<file path="src/lgs_pkg.sv">
// Shared types, constants and helpers for the life generation block.
// No dependencies; imported by every module of the block.
package lgs_pkg;

  // Fixed widths of the request and result fields
  localparam int ROW_W   = 32;
  localparam int IDX_W   = 5;
  localparam int DIM_W   = 6;
  localparam int DATA_W  = 32;
  localparam int ADDR_W  = 3;

  // Default grid limit for the top level parameter
  localparam int MAX_DIM_DEFAULT = 32;

  // Request command codes
  localparam logic CMD_WRITE   = 1'b0;
  localparam logic CMD_ADVANCE = 1'b1;

  // Register index codes (paddr bit 2)
  localparam logic REG_GRID_ROWS = 1'b0;
  localparam logic REG_GRID_COLS = 1'b1;

  // Reset value of both size registers
  localparam logic [DIM_W-1:0] DIM_RESET = 6'd16;

  typedef struct packed {
    logic             cmd;
    logic [IDX_W-1:0] row;
    logic [IDX_W-1:0] col;
    logic             alive;
  } request_t;

  typedef struct packed {
    logic [IDX_W-1:0] row_index;
    logic [ROW_W-1:0] row_cells;
    logic             last_row;
  } result_t;

  // Strobes from the sequencer to the grid memory
  typedef struct packed {
    logic wr_en;
    logic rd_en;
    logic clear;
  } mem_ctrl_t;

  // Clamp a raw size register to the range 1..limit
  function automatic logic [DIM_W-1:0] used_dim(input logic [DIM_W-1:0] raw,
                                                input logic [DIM_W-1:0] limit);
    logic [DIM_W-1:0] v;
    v = raw;
    if (v == '0) begin
      v = 6'd1;
    end
    if (v > limit) begin
      v = limit;
    end
    return v;
  endfunction

endpackage

</file>
<file path="src/life_generation_step.sv">
// Game of life generation block: top level with APB registers and sequencer.
// Uses lgs_pkg, lgs_grid_mem and lgs_row_rule.
//
// A write request, once taken, keeps busy high while it reads, then modifies
// and writes back one row. An advance request keeps busy high while the grid
// memory's single read port streams one old row per cycle into a three-row
// window and the one row evaluation unit turns out one new row per cycle,
// written back in place. Results follow one per cycle, row 0 first, each on
// result for exactly one cycle while result_valid is high; the receiver
// cannot stall them, so it must take every one. Writing grid_rows or
// grid_cols clears the grid at once, with no clearing pass.
module life_generation_step #(
  parameter int MAX_DIM = lgs_pkg::MAX_DIM_DEFAULT
) (
  input  logic                       clk,
  input  logic                       rst,
  input  logic                       start,
  output logic                       busy,
  input  lgs_pkg::request_t          request,
  output logic                       result_valid,
  output lgs_pkg::result_t           result,
  input  logic                       psel,
  input  logic                       penable,
  input  logic                       pwrite,
  input  logic [lgs_pkg::ADDR_W-1:0] paddr,
  input  logic [lgs_pkg::DATA_W-1:0] pwdata,
  output logic [lgs_pkg::DATA_W-1:0] prdata,
  output logic                       pready
);
  import lgs_pkg::*;

  localparam int DIM_LIMIT = (MAX_DIM < ROW_W) ? MAX_DIM : ROW_W;
  localparam int AW        = $clog2(DIM_LIMIT);
  localparam logic [DIM_W-1:0] LIMIT_V = DIM_W'(DIM_LIMIT);

  localparam logic [1:0] ST_IDLE    = 2'd0;
  localparam logic [1:0] ST_WR_READ = 2'd1;
  localparam logic [1:0] ST_WR_MOD  = 2'd2;
  localparam logic [1:0] ST_ADV     = 2'd3;

  logic [1:0]       state;
  logic [1:0]       state_next;
  request_t         req;
  logic [DIM_W-1:0] cnt;
  logic [ROW_W-1:0] prev1;
  logic [ROW_W-1:0] prev2;
  logic [DIM_W-1:0] grid_rows;
  logic [DIM_W-1:0] grid_cols;

  logic [DIM_W-1:0] rows_used;
  logic [DIM_W-1:0] cols_used;
  logic [ROW_W-1:0] cmask;
  logic             cfg_wr;
  logic             accept;
  mem_ctrl_t        mem_ctrl;
  logic [AW-1:0]    wr_addr;
  logic [ROW_W-1:0] wr_data;
  logic [AW-1:0]    rd_addr;
  logic [ROW_W-1:0] rd_data;
  logic [ROW_W-1:0] below;
  logic [ROW_W-1:0] next_row;
  logic [DIM_W-1:0] out_row;
  logic             adv_emit;
  logic             adv_end;
  logic             wr_in_range;
  logic [ROW_W-1:0] col_bit;

  // Configuration port
  assign pready = 1'b1;
  assign cfg_wr = psel && penable && pwrite;
  assign prdata = (paddr[2] == REG_GRID_COLS) ? DATA_W'(grid_cols) : DATA_W'(grid_rows);

  always_ff @(posedge clk) begin
    if (rst) begin
      grid_rows <= DIM_RESET;
      grid_cols <= DIM_RESET;
    end else if (cfg_wr) begin
      if (paddr[2] == REG_GRID_ROWS) begin
        grid_rows <= pwdata[DIM_W-1:0];
      end else begin
        grid_cols <= pwdata[DIM_W-1:0];
      end
    end
  end

  // Effective grid size and column mask
  assign rows_used = used_dim(grid_rows, LIMIT_V);
  assign cols_used = used_dim(grid_cols, LIMIT_V);

  always_comb begin
    for (int c = 0; c < ROW_W; c++) begin
      cmask[c] = (DIM_W'(c) < cols_used);
    end
  end

  assign busy   = (state != ST_IDLE);
  assign accept = start && !busy;

  // Advance window: the row after the current one is dead past the last row
  assign below    = (cnt == rows_used + 6'd1) ? '0 : (rd_data & cmask);
  assign adv_emit = (state == ST_ADV) && (cnt >= 6'd2);
  assign adv_end  = (cnt == rows_used + 6'd1);
  assign out_row  = cnt - 6'd2;

  lgs_row_rule u_rule (
    .above    (prev2),
    .here     (prev1),
    .below    (below),
    .cmask    (cmask),
    .next_row (next_row)
  );

  // Single-cell write target
  assign wr_in_range = ({1'b0, req.row} < rows_used) && ({1'b0, req.col} < cols_used);
  assign col_bit     = ROW_W'(1) << req.col;

  // Drive the grid memory
  always_comb begin
    mem_ctrl       = '0;
    mem_ctrl.clear = cfg_wr;
    rd_addr        = cnt[AW-1:0];
    wr_addr        = out_row[AW-1:0];
    wr_data        = next_row;
    unique case (state)
      ST_IDLE: begin
      end
      ST_WR_READ: begin
        mem_ctrl.rd_en = 1'b1;
        rd_addr        = req.row[AW-1:0];
      end
      ST_WR_MOD: begin
        mem_ctrl.wr_en = wr_in_range;
        wr_addr        = req.row[AW-1:0];
        wr_data        = req.alive ? (rd_data | col_bit) : (rd_data & ~col_bit);
      end
      ST_ADV: begin
        mem_ctrl.rd_en = (cnt < rows_used);
        mem_ctrl.wr_en = adv_emit;
      end
      default: begin
      end
    endcase
  end

  lgs_grid_mem #(
    .DEPTH (DIM_LIMIT),
    .AW    (AW)
  ) u_mem (
    .clk     (clk),
    .rst     (rst),
    .ctrl    (mem_ctrl),
    .wr_addr (wr_addr),
    .wr_data (wr_data),
    .rd_addr (rd_addr),
    .rd_data (rd_data)
  );

  // Sequencer next state
  always_comb begin
    state_next = state;
    unique case (state)
      ST_IDLE: begin
        if (accept) begin
          state_next = (request.cmd == CMD_ADVANCE) ? ST_ADV : ST_WR_READ;
        end
      end
      ST_WR_READ: state_next = ST_WR_MOD;
      ST_WR_MOD:  state_next = ST_IDLE;
      ST_ADV: begin
        if (adv_end) begin
          state_next = ST_IDLE;
        end
      end
      default: state_next = ST_IDLE;
    endcase
  end

  always_ff @(posedge clk) begin
    if (rst) begin
      state <= ST_IDLE;
    end else begin
      state <= state_next;
    end
  end

  // Hold the request, step the row counter and shift the window
  always_ff @(posedge clk) begin
    if (accept) begin
      req   <= request;
      cnt   <= '0;
      prev1 <= '0;
      prev2 <= '0;
    end else if (state == ST_ADV) begin
      cnt <= cnt + 6'd1;
      if (cnt != '0) begin
        prev2 <= prev1;
        prev1 <= below;
      end
    end
  end

  // Result register
  always_ff @(posedge clk) begin
    if (rst) begin
      result_valid <= 1'b0;
    end else begin
      result_valid <= adv_emit;
    end
  end

  always_ff @(posedge clk) begin
    if (adv_emit) begin
      result.row_index <= out_row[IDX_W-1:0];
      result.row_cells <= next_row;
      result.last_row  <= adv_end;
    end
  end

endmodule

</file>
<file path="src/lgs_grid_mem.sv">
// Cell grid storage: one row mask per entry, one write and one read port.
// Per-row valid bits make reset and resize clear the grid at once. Uses lgs_pkg.
module lgs_grid_mem #(
  parameter int DEPTH = 32,
  parameter int AW    = 5
) (
  input  logic                    clk,
  input  logic                    rst,
  input  lgs_pkg::mem_ctrl_t      ctrl,
  input  logic [AW-1:0]           wr_addr,
  input  logic [lgs_pkg::ROW_W-1:0] wr_data,
  input  logic [AW-1:0]           rd_addr,
  output logic [lgs_pkg::ROW_W-1:0] rd_data
);
  import lgs_pkg::*;

  logic [ROW_W-1:0] mem [DEPTH];
  logic [DEPTH-1:0] valid;
  logic [ROW_W-1:0] rd_q;
  logic             rd_valid;

  // Write port
  always_ff @(posedge clk) begin
    if (ctrl.wr_en) begin
      mem[wr_addr] <= wr_data;
    end
  end

  // Track which rows hold written data
  always_ff @(posedge clk) begin
    if (rst || ctrl.clear) begin
      valid <= '0;
    end else if (ctrl.wr_en) begin
      valid[wr_addr] <= 1'b1;
    end
  end

  // Registered read port
  always_ff @(posedge clk) begin
    if (ctrl.rd_en) begin
      rd_q     <= mem[rd_addr];
      rd_valid <= valid[rd_addr];
    end
  end

  // A row never written reads as all dead
  assign rd_data = rd_valid ? rd_q : '0;

endmodule

</file>
<file path="src/lgs_row_rule.sv">
// Row evaluation unit: applies B3/S23 to one row from a three-row window.
// Purely combinational; uses lgs_pkg.
module lgs_row_rule (
  input  logic [lgs_pkg::ROW_W-1:0] above,
  input  logic [lgs_pkg::ROW_W-1:0] here,
  input  logic [lgs_pkg::ROW_W-1:0] below,
  input  logic [lgs_pkg::ROW_W-1:0] cmask,
  output logic [lgs_pkg::ROW_W-1:0] next_row
);
  import lgs_pkg::*;

  logic [ROW_W+1:0] a_p;
  logic [ROW_W+1:0] h_p;
  logic [ROW_W+1:0] b_p;
  logic [ROW_W-1:0] res;

  // Pad with dead cells past both edges
  assign a_p = {1'b0, above & cmask, 1'b0};
  assign h_p = {1'b0, here & cmask, 1'b0};
  assign b_p = {1'b0, below & cmask, 1'b0};

  // Count neighbours per column and apply birth/survival
  always_comb begin
    logic [3:0] n;
    for (int c = 0; c < ROW_W; c++) begin
      n = 4'(a_p[c]) + 4'(a_p[c+1]) + 4'(a_p[c+2])
        + 4'(h_p[c]) + 4'(h_p[c+2])
        + 4'(b_p[c]) + 4'(b_p[c+1]) + 4'(b_p[c+2]);
      res[c] = (n == 4'd3) || ((n == 4'd2) && h_p[c+1]);
    end
  end

  // Columns beyond the grid stay dead
  assign next_row = res & cmask;

endmodule
</file>
<file path="config.mk">
export PLATFORM = sky130hd
export DESIGN_NAME = life_generation_step
export DESIGN_NICKNAME = d
export VERILOG_FILES = /design/src/lgs_pkg.sv /design/src/life_generation_step.sv /design/src/lgs_grid_mem.sv /design/src/lgs_row_rule.sv
export SDC_FILE = /design/constraint.sdc
export NUM_CORES = 2
export LEC_CHECK = 0
export ABC_AREA = 0
export BUFFER_PORTS_ARGS = -buffer_cell sky130_fd_sc_hd__buf_2
export CAP_MARGIN = 5
export CORE_ASPECT_RATIO = 1.2
export CORE_MARGIN = 5
export CORE_UTILIZATION = 40
export CTS_CLUSTER_SIZE = 30
export DETAILED_ROUTE_END_ITERATION = 8
export PLACE_DENSITY = 0.54
export SKIP_CTS_REPAIR_TIMING = 1
export SYNTH_ARGS = -nofsm -noshare
export SYNTH_HDL_FRONTEND = slang
export SYNTH_SLANG_ARGS = --single-unit
export TNS_END_PERCENT = 5
</file>
<file path="constraint.sdc">
create_clock -name clk -period 8.2 [get_ports clk]
set_clock_uncertainty 0.2 [all_clocks]
set_input_delay 1.23 -clock clk [delete_from_list [all_inputs] [get_ports clk]]
set_output_delay 1.23 -clock clk [all_outputs]
set_load 0.05 [all_outputs]
</file>
==> run summary <==
Reg clk slew, reported paths -> 0.06 ns
DR pass1 iterations -> 6
Worst setup EP type -> flip-flop
Met1 Wirelength -> 65.0 mm
Crit path to -> u_mem.mem[17][24]$_DFFE_PP_
Final setup viols -> 0
Setup TNS Final -> 0 ns
Filler Cell Count -> 12400
Met2 WL -> 77.7 mm
HP Class -> flip-flop to flip-flop
Final Slew Violations -> 0
GP Congestion -> 0.821
Placed cells -> 6148
Largest net degree at the start of global routing -> 141
Ports -> 126
Synth warn -> 0
Initial Util -> 0.401
H-tree Lvls -> 3
Leak pwr -> 22.3 nW
Synthesized cell area -> 0.0550 mm2
Outcome -> complete, no violations
Main synth FF type -> edfxtp_1
Per-cell routed wire length -> 25.0 um
Seq/Total Area, Yosys -> 0.647
Met3 wire len -> 10.6 mm
Unique masters post-synth -> 64
Clock Latency Late Sink -> 0.74 ns
CP arrival -> 6.93 ns
Critical Path Start -> grid_rows[3]$_SDFFE_PP0P_
Crit start category -> flip-flop
Root Driver -> clkbuf_16
Die ar. -> 0.145 mm2
Worst R2R Start -> grid_rows[3]$_SDFFE_PP0P_
Total global routing overflow -> 0
Area Growth Syn to Fin -> 11.7%
DR iter-0 viols -> 3285
Final WL -> 159 mm
CTS Buffer Depth -> 3
Crit path kind -> flip-flop to flip-flop
R2R Path End -> u_mem.mem[17][24]$_DFFE_PP_
Final period util -> 0.821
Port buffer count -> 70
Post-Layout Cell Count -> 6371
Crit path max fanout -> 87
Required @ worst endpoint -> 8.40 ns
Total Nets Final -> 4747
Hold Fails Final Rpt -> 0
Placed standard-cell area -> 0.0575 mm2
Core area -> 0.137 mm2
DP HPWL -> 86.3 mm
Vias per cell -> 5.55
Synthesized instance count -> 4433
Share of cells above drive strength 1 -> 0.102
CTS sink cnt -> 1223
Post-route cell area -> 0.0614 mm2
Vias in the first global route -> 33900
Synth Register Bits -> 1223
Max cap viols -> 0
RSZ-0062 raised after global routing -> false
Gr usage total -> 0.214
Vias post-DR -> 35400
Min cycle time layout -> 6.73 ns
Maximum VDD drop -> 0.000157 V
Initial antenna violation count -> 2
Post-DRT Antenna Nets -> 0
First-pass GRT wire length -> 229 mm
TritonCTS Buffers -> 118
Async SR Flop Fraction -> 0
Syn avg cell area -> 12.4 um2
Post-synth EDFFs -> 1106
R2r worst-path depth -> 21
Num rows -> 149
Die width -> 348 um
Cell Pwr Density -> 228 mW/mm2
Worst Tran Pin Value -> 1.31 ns
Slew HR -> 0.124
Die Y -> 416 um
Worst hold path depth -> 2
Power after layout -> 14.0 mW
Worst reg2reg setup slack -> 1.47 ns
DRC -> 0
CTS tree -> yes
DR top layer -> met4
Max Freq -> 148 MHz
-- Yosys cell counts, drive strengths merged, types with 61 or more instances --
library cell     n  share of area
nor2           138         0.0099
edfxtp        1106           0.60
inv            246          0.017
mux2i          147          0.027
a21oi           94         0.0086
a31oi          179          0.020
a32oi          132          0.021
fa             124          0.045
nor4            61         0.0092
buf            159          0.018
clkbuf         127         0.0087
dfxtp          117          0.043
ha             113          0.026
o21ai           62         0.0056
nand2         1012          0.069
nand3          310          0.028
-- worst min-delay path by stage --
stage,from,to,slack [ns]
after global routing,prev2[30]$_SDFFE_PP0P_,prev2[30]$_SDFFE_PP0P_,0.27
after CTS,u_mem.valid[15]$_SDFFE_PP0P_,u_mem.valid[15]$_SDFFE_PP0P_,0.25
after floorplan,u_mem.valid[10]$_SDFFE_PP0P_,u_mem.valid[10]$_SDFFE_PP0P_,0.22
after global placement,u_mem.valid[12]$_SDFFE_PP0P_,u_mem.valid[12]$_SDFFE_PP0P_,0.23
final,u_mem.valid[15]$_SDFFE_PP0P_,u_mem.valid[15]$_SDFFE_PP0P_,0.25
after detailed placement,u_mem.valid[15]$_SDFFE_PP0P_,u_mem.valid[15]$_SDFFE_PP0P_,0.24
-- logic make-up after synthesis --
logic type,Yosys count,synth area share
buffers and inverters,532,0.0430
muxes,158,0.0295
AOI/OAI and AO/OA,569,0.0713
other,2,0.000137
xor gates and xnor gates,11,0.00175
adders and majority gates,237,0.0709
and+or+nand+nor,1701,0.137
DFF,1223,0.647
-- cell type report --
type	instances	area [um2]	area share
antenna	4	10.0	0.000163
clock buffer	136	3080	0.0503
clock inverter	82	773	0.0126
inverter	246	923	0.0150
multi-input combinational	2703	17600	0.286
sequential	1223	35600	0.579
tap	1812	2270	0.0369
timing repair buffer	165	1200	0.0195
-- worst max-delay path, stage by stage (launching register included) --
cell       delay (ns)
dfxtp_1          0.41
nor4_1           0.37
nor2_1           0.07
nor2_1           0.17
ha_1             0.22
inv_1            0.07
a21oi_1          0.11
o31ai_1          0.09
a22oi_1          0.29
nor4_4           0.10
buf_12           0.22
or3_1            0.49
fa_1             0.55
inv_1            0.05
fa_1             0.50
fa_1             0.19
inv_1            0.06
fa_1             0.38
a2111oi_0        0.38
a21oi_1          0.09
nor4_1           0.51
a21o_1           0.84
-- power breakdown --
part	switching (mW)	internal (mW)
clock	2.36	3.12
sequential	0.0528	6.92
combinational	1.10	0.420
-- state kept, by name (all words and copies together), names as in the netlist --
register / cells
u_mem.rd_q: 32
u_mem.mem: 1024
prev1: 32
grid_rows: 6
req: 11
prev2: 32
result_valid: 1
cnt: 6
u_mem.rd_valid: 1
result: 38
grid_cols: 6
u_mem.valid: 32
state: 2
-- per-stage QoR --
step	hold WS [ns]	setup WS [ns]	util
after floorplan	0.224	1.83	-
after global placement	0.234	1.60	0.420
after detailed placement	0.244	1.57	0.420
after CTS	0.253	1.52	0.448
after global routing	0.268	0.943	0.448
final	0.251	1.47	0.448
-- cell usage in the layout (no fill, tap or decap), types with 36 or more instances in the layout --
master / count
a31oi_1: 177
nor4_1: 43
nor2b_1: 45
nor2_1: 102
nor3_1: 36
inv_1: 245
a32oi_1: 132
buf_2: 70
a21oi_1: 91
nand3_1: 310
fa_1: 124
buf_4: 84
dfxtp_1: 117
mux2i_1: 145
ha_1: 113
clkbuf_16: 121
nor2_4: 36
edfxtp_1: 1106
nand2_1: 1007
-- routing by layer --
layer,global-route usage,up-vias
met5,0,-
met4,0.0807,0
met3,0.0304,281
met2,0.361,1201
met1,0.283,17800
li1,-,16100
No activity file was read; power rests on OpenSTA's default activity.
